### src/rtl/core/string_key_bucket_hash_macros.svh
// Assertion macros shared by the hash block.
`ifndef STRING_KEY_BUCKET_HASH_MACROS_SVH
`define STRING_KEY_BUCKET_HASH_MACROS_SVH
// Implication checked every clock outside reset.
`define SKBH_ASSERT_IMP(label, clk, rst_n, a, c, msg) \
  label: assert property (@(posedge clk) disable iff (!rst_n) (a) |-> (c)) else $error(msg);
// Next-cycle implication checked outside reset.
`define SKBH_ASSERT_NEXT(label, clk, rst_n, a, c, msg) \
  label: assert property (@(posedge clk) disable iff (!rst_n) (a) |=> (c)) else $error(msg);
`endif

### src/rtl/core/skbh_pkg.sv
// ----------------------------------------------------------------------------
// skbh_pkg
// Shared constants and types of the key bucket hash.
// ----------------------------------------------------------------------------
`timescale 1ns / 1ps
package skbh_pkg;
  localparam int unsigned LENGTH_BITS_DEF = 16;
  localparam logic [31:0] NUM_BUCKETS_RST = 32'd83231;
  localparam logic [31:0] P1 = 32'h9E3779B1;
  localparam logic [31:0] P2 = 32'h85EBCA77;
  localparam logic [31:0] P3 = 32'hC2B2AE3D;
  localparam logic [31:0] P4 = 32'h27D4EB2F;
  localparam logic [31:0] P5 = 32'h165667B1;

  // Multiplier operation selects.
  typedef enum logic [2:0] {
    OP_LANE  = 3'd0,  // lane round: acc + w*P2, then rotl13 * P1
    OP_WORD  = 3'd1,  // tail word: h + w*P3, rotl17 * P4
    OP_BYTE  = 3'd2,  // tail byte: h + b*P5, rotl11 * P1
    OP_AV1   = 3'd3,  // h ^= h>>15; h *= P2
    OP_AV2   = 3'd4   // h ^= h>>13; h *= P3
  } mop_t;

  typedef struct packed {
    logic       load_byte;   // accept one key byte
    logic       fin_start;   // begin digest (latch h init)
    logic       mul_a;       // first half of a multiply op
    logic       mul_b;       // second half
    mop_t       op;
    logic [1:0] lane;
    logic       tail_adv;    // advance tail pointer by op size
    logic       av_last;     // final xor, latch digest
    logic       mod_start;
    logic       mod_step;
    logic       key_clear;
  } cmd_t;

  typedef struct packed {
    logic [3:0] fill;
    logic [3:0] tail_p;
    logic       stripe_full;
    logic       mod_done;
    logic       want_mod;
  } sts_t;

  function automatic logic [31:0] rotl(input logic [31:0] x, input int unsigned r);
    rotl = (x << r) | (x >> (32 - r));
  endfunction
endpackage

### src/rtl/core/skbh_datapath.sv
// ----------------------------------------------------------------------------
// skbh_datapath
// Stripe buffer, lane accumulators, shared multiplier and radix-2 modulo.
// ----------------------------------------------------------------------------
`timescale 1ns / 1ps
`include "string_key_bucket_hash_macros.svh"
module skbh_datapath import skbh_pkg::*; #(
  parameter int unsigned LENGTH_BITS = LENGTH_BITS_DEF
) (
  input  logic        clk,
  input  logic        rst_n,
  input  cmd_t        cmd,
  output sts_t        sts,
  input  logic [7:0]  byte_i,
  input  logic [15:0] len_i,
  input  logic [31:0] num_buckets,
  output logic [31:0] idx_o,
  output logic [31:0] dig_o,
  output logic        err_o
);
  localparam logic [LENGTH_BITS-1:0] LMAX = '1;

  logic [7:0]  sbuf [16];
  logic [31:0] acc_r [4];
  logic [LENGTH_BITS-1:0] seen_r;
  logic [7:0]  first_r, mid_r, lastb_r;
  logic [3:0]  fill_r, tp_r;
  logic        big_r, ovf_r, err_r, empty_r, stripe_r;
  logic [31:0] h_r, prod_r, dig_r;
  logic [LENGTH_BITS-1:0] klen;
  logic [44:0] c_r;
  logic [32:0] rem_r;
  logic [5:0]  mbit_r;

  assign klen = LENGTH_BITS'(len_i);

  function automatic logic [31:0] word_at(input logic [3:0] i);
    word_at = {sbuf[i+4'd3], sbuf[i+4'd2], sbuf[i+4'd1], sbuf[i]};
  endfunction

  // multiplier operands
  logic [31:0] ma, mb, pre, hx;
  always_comb begin
    ma = word_at(tp_r); mb = P3;
    hx = h_r;
    unique case (cmd.op)
      OP_LANE: begin ma = word_at({cmd.lane, 2'b00}); mb = P2; end
      OP_WORD: begin ma = word_at(tp_r); mb = P3; end
      OP_BYTE: begin ma = {24'd0, sbuf[tp_r]}; mb = P5; end
      OP_AV1:  begin hx = h_r ^ (h_r >> 15); ma = hx; mb = P2; end
      OP_AV2:  begin hx = h_r ^ (h_r >> 13); ma = hx; mb = P3; end
      default: ;
    endcase
    if (cmd.mul_b) begin
      mb = (cmd.op == OP_WORD) ? P4 : P1;
      unique case (cmd.op)
        OP_LANE: ma = rotl(prod_r, 13);
        OP_WORD: ma = rotl(prod_r, 17);
        default: ma = rotl(prod_r, 11);
      endcase
    end
  end
  logic [31:0] mres;
  assign mres = 32'(ma * mb);
  assign pre = (cmd.op == OP_LANE) ? acc_r[cmd.lane] : h_r;

  logic [31:0] hinit;
  assign hinit = (big_r ? (rotl(acc_r[0], 1) + rotl(acc_r[1], 7) + rotl(acc_r[2], 12)
                 + rotl(acc_r[3], 18)) : P5) + 32'(seen_r);

  always_ff @(posedge clk) begin
    if (!rst_n || cmd.key_clear) begin
      acc_r[0] <= P1 + P2; acc_r[1] <= P2; acc_r[2] <= '0; acc_r[3] <= 32'd0 - P1;
      seen_r <= '0; first_r <= '0; mid_r <= '0; fill_r <= '0;
      big_r <= 1'b0; ovf_r <= 1'b0; stripe_r <= 1'b0;
    end else begin
      if (cmd.load_byte) begin
        lastb_r <= byte_i;
        if (klen != '0) begin
          if (seen_r == '0 && !ovf_r) first_r <= byte_i;
          if (!ovf_r && seen_r == (klen >> 1)) mid_r <= byte_i;
          sbuf[fill_r] <= byte_i;
          fill_r <= fill_r + 4'd1;
          // 16th byte closes a stripe; lane rounds are due
          if (fill_r == 4'd15) stripe_r <= 1'b1;
          if (seen_r == LMAX) ovf_r <= 1'b1;
          else seen_r <= seen_r + 1'b1;
        end
      end
      if (cmd.mul_b && cmd.op == OP_LANE) begin
        acc_r[cmd.lane] <= mres;
        if (cmd.lane == 2'd3) begin
          big_r <= 1'b1;
          stripe_r <= 1'b0;
        end
      end
    end
    if (!rst_n) dig_r <= '0;
    else if (cmd.av_last) dig_r <= h_r ^ (h_r >> 16);
  end

  always_ff @(posedge clk) begin
    if (cmd.load_byte) begin
      err_r <= ovf_r || (klen != '0 && seen_r == LMAX) ||
               ((klen != '0 ? seen_r + 1'b1 : seen_r) != klen);
      empty_r <= (klen == '0);
    end
    if (cmd.fin_start) begin h_r <= hinit; tp_r <= '0; end
    if (cmd.mul_a) begin
      if (cmd.op == OP_AV1 || cmd.op == OP_AV2) h_r <= mres;
      else prod_r <= pre + mres;
    end
    if (cmd.mul_b && cmd.op != OP_LANE) h_r <= mres;
    if (cmd.tail_adv) tp_r <= tp_r + ((cmd.op == OP_WORD) ? 4'd4 : 4'd1);
    if (cmd.av_last)
      c_r <= 45'(({37'd0, first_r} * 45'd961 + {37'd0, mid_r} * 45'd31 + {37'd0, lastb_r})
             * 45'd31) + {13'd0, h_r ^ (h_r >> 16)};
    if (cmd.mod_start) begin rem_r <= '0; mbit_r <= 6'd44; end
    if (cmd.mod_step) begin
      logic [33:0] t;
      t = {rem_r, c_r[mbit_r]};
      if (t >= {2'b00, num_buckets}) t = t - {2'b00, num_buckets};
      rem_r <= t[32:0];
      mbit_r <= mbit_r - 6'd1;
    end
  end

  assign sts.fill = fill_r;
  assign sts.tail_p = tp_r;
  assign sts.stripe_full = stripe_r;
  assign sts.mod_done = (mbit_r == 6'd63);
  assign sts.want_mod = !(err_r || empty_r || num_buckets == '0);
  assign idx_o = (err_r || empty_r || num_buckets == '0) ? '0 : rem_r[31:0];
  assign dig_o = dig_r;
  assign err_o = err_r;

  `SKBH_ASSERT_IMP(a_fill_range, clk, rst_n, cmd.tail_adv, tp_r < fill_r || fill_r == 4'd0, "tail past fill")
  `SKBH_ASSERT_NEXT(a_clear, clk, rst_n, cmd.key_clear, seen_r == '0 && fill_r == 4'd0, "clear failed")
  `SKBH_ASSERT_IMP(a_rem, clk, rst_n, cmd.mod_step && num_buckets != '0, rem_r < {1'b0, num_buckets}, "rem out of range")
endmodule

### src/rtl/core/skbh_ctrl.sv
// ----------------------------------------------------------------------------
// skbh_ctrl
// Sequencer: byte intake, stripe rounds, tail, avalanche, modulo, output.
// ----------------------------------------------------------------------------
`timescale 1ns / 1ps
`include "string_key_bucket_hash_macros.svh"
module skbh_ctrl import skbh_pkg::*; (
  input  logic clk,
  input  logic rst_n,
  input  logic in_valid,
  output logic in_stall,
  input  logic in_last,
  input  logic in_klen_nz,
  input  logic out_stall,
  output logic out_valid,
  output cmd_t cmd,
  input  sts_t sts
);
  typedef enum logic [7:0] {
    S_IDLE = 8'b00000001, S_LANE = 8'b00000010, S_FIN = 8'b00000100,
    S_TAIL = 8'b00001000, S_AV   = 8'b00010000, S_MOD = 8'b00100000,
    S_OUT  = 8'b01000000, S_CHK  = 8'b10000000
  } st_t;
  st_t st_r, st_nxt;
  logic ph_r, ph_nxt, last_r, last_nxt;
  logic [1:0] ln_r, ln_nxt;
  logic [3:0] fill_at_fin_r;

  always_comb begin
    st_nxt = st_r; ph_nxt = ph_r; ln_nxt = ln_r; last_nxt = last_r;
    cmd = '0; cmd.op = OP_LANE;
    in_stall = 1'b1; out_valid = 1'b0;
    unique case (st_r)
      S_IDLE: begin
        in_stall = 1'b0;
        if (in_valid) begin
          cmd.load_byte = 1'b1; last_nxt = in_last;
          st_nxt = S_CHK;
          if (!in_last && !in_klen_nz) st_nxt = S_IDLE;
        end
      end
      S_CHK: begin
        if (sts.stripe_full) st_nxt = S_LANE;
        else if (last_r) st_nxt = S_FIN;
        else st_nxt = S_IDLE;
        ln_nxt = '0;
      end
      S_LANE: begin
        cmd.op = OP_LANE; cmd.lane = ln_r;
        cmd.mul_a = !ph_r; cmd.mul_b = ph_r; ph_nxt = !ph_r;
        if (ph_r) begin
          ln_nxt = ln_r + 2'd1;
          if (ln_r == 2'd3) st_nxt = last_r ? S_FIN : S_IDLE;
        end
      end
      S_FIN: begin cmd.fin_start = 1'b1; ph_nxt = 1'b0; st_nxt = S_TAIL; end
      S_TAIL: begin
        if ({1'b0, sts.tail_p} + 5'd4 <= {1'b0, fill_at_fin_r}) cmd.op = OP_WORD;
        else cmd.op = OP_BYTE;
        if (sts.tail_p >= fill_at_fin_r) begin
          st_nxt = S_AV; ph_nxt = 1'b0;
        end else begin
          cmd.mul_a = !ph_r; cmd.mul_b = ph_r; cmd.tail_adv = ph_r; ph_nxt = !ph_r;
        end
      end
      S_AV: begin
        cmd.op = ph_r ? OP_AV2 : OP_AV1; cmd.mul_a = 1'b1; ph_nxt = !ph_r;
        if (ph_r) st_nxt = S_MOD;
      end
      S_MOD: begin
        if (!ph_r) begin cmd.av_last = 1'b1; ph_nxt = 1'b1; end
        else if (ln_r == 2'd0) begin cmd.mod_start = 1'b1; ln_nxt = 2'd1; end
        else if (!sts.mod_done && sts.want_mod) cmd.mod_step = 1'b1;
        else begin st_nxt = S_OUT; ph_nxt = 1'b0; ln_nxt = '0; end
      end
      S_OUT: begin
        out_valid = 1'b1;
        if (!out_stall) begin cmd.key_clear = 1'b1; st_nxt = S_IDLE; end
      end
      default: st_nxt = S_IDLE;
    endcase
    if (st_r == S_IDLE && in_valid) ph_nxt = 1'b0;
  end

  always_ff @(posedge clk) begin
    if (!rst_n) begin
      st_r <= S_IDLE; ph_r <= 1'b0; ln_r <= '0; last_r <= 1'b0;
    end else begin
      st_r <= st_nxt; ph_r <= ph_nxt; ln_r <= ln_nxt; last_r <= last_nxt;
    end
    if (cmd.fin_start) fill_at_fin_r <= sts.fill;
  end

  `SKBH_ASSERT_IMP(a_no_in_busy, clk, rst_n, st_r != S_IDLE, in_stall, "input taken while busy")
  `SKBH_ASSERT_NEXT(a_out_hold, clk, rst_n, out_valid && out_stall, out_valid, "result dropped")
  `SKBH_ASSERT_IMP(a_one_mul, clk, rst_n, 1'b1, !(cmd.mul_a && cmd.mul_b), "two multiply phases")
endmodule

### src/rtl/core/string_key_bucket_hash.sv
// ----------------------------------------------------------------------------
// string_key_bucket_hash
// Byte-serial XXH32 (seed 0) bucket indexer with iterative modulo.
// ----------------------------------------------------------------------------
// One key byte is taken per item; a byte is accepted and then passes a stripe
// check, and each completed 16-byte stripe adds lane rounds through the
// single shared 32x32 multiplier (two multiply steps per lane). After the
// last byte come a setup step, the tail (4-byte words, then single bytes,
// each through the multiplier, plus an exit step), the avalanche multiplies,
// a digest latch step and a 45-step restoring modulo with a setup and an
// exit step. With a length error, an empty key or a zero bucket count the
// modulo steps are skipped. The user must write the bucket count over the
// cfg port only while no key is in flight; the block does not enforce this.
`timescale 1ns / 1ps
module string_key_bucket_hash import skbh_pkg::*; #(
  parameter int unsigned LENGTH_BITS = LENGTH_BITS_DEF
) (
  input  logic        clk,
  input  logic        rst_n,
  input  logic        in_valid,
  output logic        in_stall,
  input  logic [7:0]  in_key_byte,
  input  logic [15:0] in_key_length,
  input  logic        in_last_byte,
  output logic        out_valid,
  input  logic        out_stall,
  output logic [31:0] out_bucket_index,
  output logic [31:0] out_xxh32_value,
  output logic        out_length_error,
  input  logic        cfg_valid,
  output logic        cfg_ready,
  input  logic [31:0] cfg_data
);
  cmd_t cmd;
  sts_t sts;
  logic [31:0] tsize_r;

  assign cfg_ready = 1'b1;
  always_ff @(posedge clk) begin
    if (!rst_n) tsize_r <= NUM_BUCKETS_RST;
    else if (cfg_valid) tsize_r <= cfg_data;
  end

  skbh_ctrl u_ctrl (
    .clk, .rst_n, .in_valid, .in_stall, .in_last(in_last_byte),
    .in_klen_nz(in_key_length != 16'd0), .out_stall, .out_valid, .cmd, .sts
  );

  skbh_datapath #(.LENGTH_BITS(LENGTH_BITS)) u_dp (
    .clk, .rst_n, .cmd, .sts, .byte_i(in_key_byte), .len_i(in_key_length),
    .num_buckets(tsize_r), .idx_o(out_bucket_index), .dig_o(out_xxh32_value),
    .err_o(out_length_error)
  );
endmodule

### config.mk
export PLATFORM = sky130hd
export DESIGN_NAME = string_key_bucket_hash
export DESIGN_NICKNAME = d
export VERILOG_FILES = /design/src/rtl/core/skbh_pkg.sv /design/src/rtl/core/skbh_datapath.sv /design/src/rtl/core/skbh_ctrl.sv /design/src/rtl/core/string_key_bucket_hash.sv
export VERILOG_INCLUDE_DIRS = /design/src /design/src/rtl/core
export SDC_FILE = /design/constraint.sdc
export NUM_CORES = 2
export LEC_CHECK = 0
export BUFFER_PORTS_ARGS = -buffer_cell sky130_fd_sc_hd__buf_2
export CAP_MARGIN = 5
export CELL_PAD_IN_SITES_DETAIL_PLACEMENT = 2
export CELL_PAD_IN_SITES_GLOBAL_PLACEMENT = 2
export CORE_ASPECT_RATIO = 1.5
export CORE_MARGIN = 4
export CORE_UTILIZATION = 43
export DETAILED_ROUTE_END_ITERATION = 10
export GPL_TIMING_DRIVEN = 0
export PLACE_DENSITY_LB_ADDON = 0.1
export SLEW_MARGIN = 15
export SYNTH_ARGS = -nofsm -noshare
export SYNTH_HDL_FRONTEND = slang
export SYNTH_SLANG_ARGS = --single-unit
### constraint.sdc
create_clock -name clk -period 17.2 [get_ports clk]
set_input_delay 2.58 -clock clk [delete_from_list [all_inputs] [get_ports clk]]
set_output_delay 2.58 -clock clk [all_outputs]
set_load 0.1 [all_outputs]
==> metrics.csv <==
stage;metric;value;unit
floorplan;Ports;130;
synthesis;yosys warns;0;
floorplan;chip width;305;microns
global_route;first-pass GRT wire length;390;mm
synthesis;Area contributors post-synth;fa_1, edfxtp_1, ha_1;
min_path;HP Class;reg2reg;
worst_setup_path;CP max stage delay;0.93;ns
timing;final slew viol count;0;
timing;Worst slew margin;0.0669;
detailed_routing;Starting DRT DRC Count;3958;
worst_setup_path;Crit-path slowest cell;xor2_1;
clocking;TritonCTS clock tree;built;
floorplan;DIE AREA;139000;sq um
synthesis;syn_nets;6828;
timing;Final period util;0.985;
clocking;Worst-Skew Late Latency;0.71;ns
cells_and_area;leading cell types in the layout, fill and taps excluded;inv_1, fa_1, nand2_1;
outcome;status;finished clean;
worst_setup_path;Critical Path RT;17.58;ns
placed_design;Placed Cells;7678;
synthesis;synth unique cells;110;
clocking;CTS sink cnt;529;
synthesis;syn_area_per_cell;9.84;sq um
detailed_routing;drt drc;0;
synthesis;Post-synth ARST share;0;
timing;final setup skew;0.0818;ns
cells_and_area;commonest non-fill, non-tap cell in the layout;inv_1;
clocking;CTS hold repair buffers;0;
cells_and_area;NumNets Final;7039;
timing;RSZ-0062 raised after global routing;no;
synthesis;Most used DFF post-synth;edfxtp_1;
worst_setup_path;Setup crit end kind;flop;
global_route;GRT busiest layer;met2;
global_route;gr ovfl total;0;
worst_setup_path;WP data arrival;17.33;ns
synthesis;mapped cell area;57000;sq um
detailed_routing;first-pass iteration count of the detailed router;6;
global_route;largest net degree at the start of global routing;34;
timing;fmax;59.0;MHz
synthesis;Mapped Cells;5795;
floorplan;CORE AREA;132000;sq um
global_route;GRT met2 Usage;0.682;
floorplan;Starting Density;0.433;
detailed_routing;DR vias;48700;
synthesis;share of the synthesized area in the top cell type;0.209;
worst_setup_path;WP buf/inv;13;
clocking;Max Root-Sink Buffers;3;
placed_design;routability cong.;1.04;
cells_and_area;layout cells sized above 1;0.0943;
cells_and_area;Cell Count, Final, Fillers Out;7791;
clocking;H-tree depth;2;
timing;min cycle time layout;16.94;ns
cells_and_area;Area Overhead vs Synth;9.45;%
timing;setup TNS;0;ns
timing;Setup Viol. Count Final;0;
placed_design;HPWL Detailed;227;mm
detailed_routing;Final ANT Viol Nets;0;
global_route;met1 usage;0.409;
detailed_routing;WL per Instance;35.1;microns
synthesis;area leader, netlist;fa_1;
synthesis;sequential element share of the synthesized area;0.252;
synthesis;Synth Register Bits;529;
clocking;CTS clk-pin slew, worst paths;0.07;ns
global_route;GRT Resource Usage Total;0.391;
synthesis;number of synthesized flops with an enable pin;378;
floorplan;Core Rows;163;
clocking;clock root cell;clkbuf_16;
clocking;CTS Buf Count;57;
global_route;global routing usage on met3;0.0620;
global_route;number of global-route vias before repair;55000;
timing;Tightest Pin Transition;1.40;ns
clocking;Setup Fix Bufs, Post-CTS;0;
worst_setup_path;crit path launch type;flop;
timing;final hold vios;0;
global_route;initial antenna violation count;7;
floorplan;DIE HEIGHT;454;microns
worst_setup_path;WS Path Type;reg2reg;
worst_setup_path;crit-path max FO;10;
placed_design;IO buf count;127;
detailed_routing;Total Wirelength;273;mm
worst_setup_path;CP top delay family;adder cells;
job;Max Cap Viol;0;
detailed_routing;Vias/cell;6.25;
## worst register-to-register path, delay by kind of cell, from the launching register on
| family | cells | cell delay (ns) |
|---|---|---|
| adder cells (fa/ha/maj) | 11 | 5.01 |
| flip-flops | 1 | 0.64 |
| buffers and inverters | 13 | 3.93 |
| XOR/XNOR | 2 | 1.03 |
| AND/OR/NAND/NOR | 7 | 1.93 |
| multiplexers | 2 | 0.51 |
| AO/OA/AOI/OAI | 15 | 3.65 |
## layer usage
metal  share of wire  vias to the layer above  wire, microns
met5        0.000084                        -             23
met4            0.11                        4          30100
met3           0.062                     1028          16900
met2            0.49                     2335         134000
met1            0.34                    25200          91700
li1                -                    20100              -
## flip-flops by register name (all words and copies together), names as in the netlist, 16 cells and up, named ones only
signal and flops:
u_dp.dig_o 32, u_dp.prod_r 32, tsize_r 32, u_dp.sbuf 128, u_dp.rem_r 33, u_dp.h_r 32
u_dp.seen_r 16, u_dp.acc_r 128, u_dp.c_r 33
## cells by family (layout without fill, tap and decap cells)
logic type	after synthesis	after routing	synth area share
AOI/OAI and AO/OA	968	968	0.114
xor gates and xnor gates	330	330	0.0524
adders and majority gates	971	971	0.292
buffers and inverters	1082	1341	0.0740
DFF	529	529	0.252
muxes	295	295	0.0857
other	1	6	0.0000658
and+or+nand+nor	1619	1619	0.130
## stage by stage
step	cell area [sq um]	util	worst slack [ns]	hold slack, ns
6_report	62400	0.474	0.258	0.480
5_1_grt	62400	0.474	0.0336	0.503
4_1_cts	62300	0.474	0.0443	0.477
3_5_place_dp	60400	0.459	0.176	0.449
3_3_place_gp	59800	0.455	0.345	0.435
2_1_floorplan	57000	-	5.03	0.423
## cell type report
| cell class | instances | area [sq um] |
|---|---|---|
| Multi-Input combinational cell | 4184 | 38700 |
| Buffer | 263 | 1140 |
| Antenna cell | 5 | 12.5 |
| Tap cell | 1732 | 2170 |
| Clock buffer | 74 | 1510 |
| Clock inverter | 33 | 384 |
| Inverter | 819 | 3080 |
| Fill cell | 14000 | 69200 |
| Timing Repair Buffer | 152 | 1000 |
| Sequential cell | 529 | 14400 |
## Yosys cell counts, types with 60 or more instances
| cell type | count |
|---|---|
| a21o_1 | 77 |
| a21oi_1 | 258 |
| and2_1 | 92 |
| clkbuf_1 | 176 |
| dfxtp_1 | 151 |
| edfxtp_1 | 378 |
| fa_1 | 595 |
| ha_1 | 376 |
| inv_1 | 813 |
| mux2i_1 | 120 |
| mux4_2 | 149 |
| nand2_1 | 542 |
| nand3_1 | 90 |
| nor2_1 | 531 |
| nor2b_1 | 72 |
| nor3_1 | 60 |
| o21ai_0 | 177 |
| xnor2_1 | 212 |
| xor2_1 | 110 |
## worst paths after layout
path / from / endpoint / slack, ns / cells past startpoint
worst max-delay path: u_dp.tp_r[1] / u_dp.prod_r[30] / 0.26 / 50
worst min-delay path: u_ctrl.last_r / u_ctrl.st_r[2] / 0.48 / 2
worst max register to register: u_dp.tp_r[1] / u_dp.prod_r[30] / 0.26 / 50
worst min register to register: u_ctrl.last_r / u_ctrl.st_r[2] / 0.48 / 2
## what timing repair did
item,CTS,global route
hold endpoints to repair,0,0
endpoints found under the setup margin,0,4
resized for setup,0,4
Power is left out: the tool's default activity adds up to more than one toggle a clock period on the data nets, which glitch-free logic cannot reach.
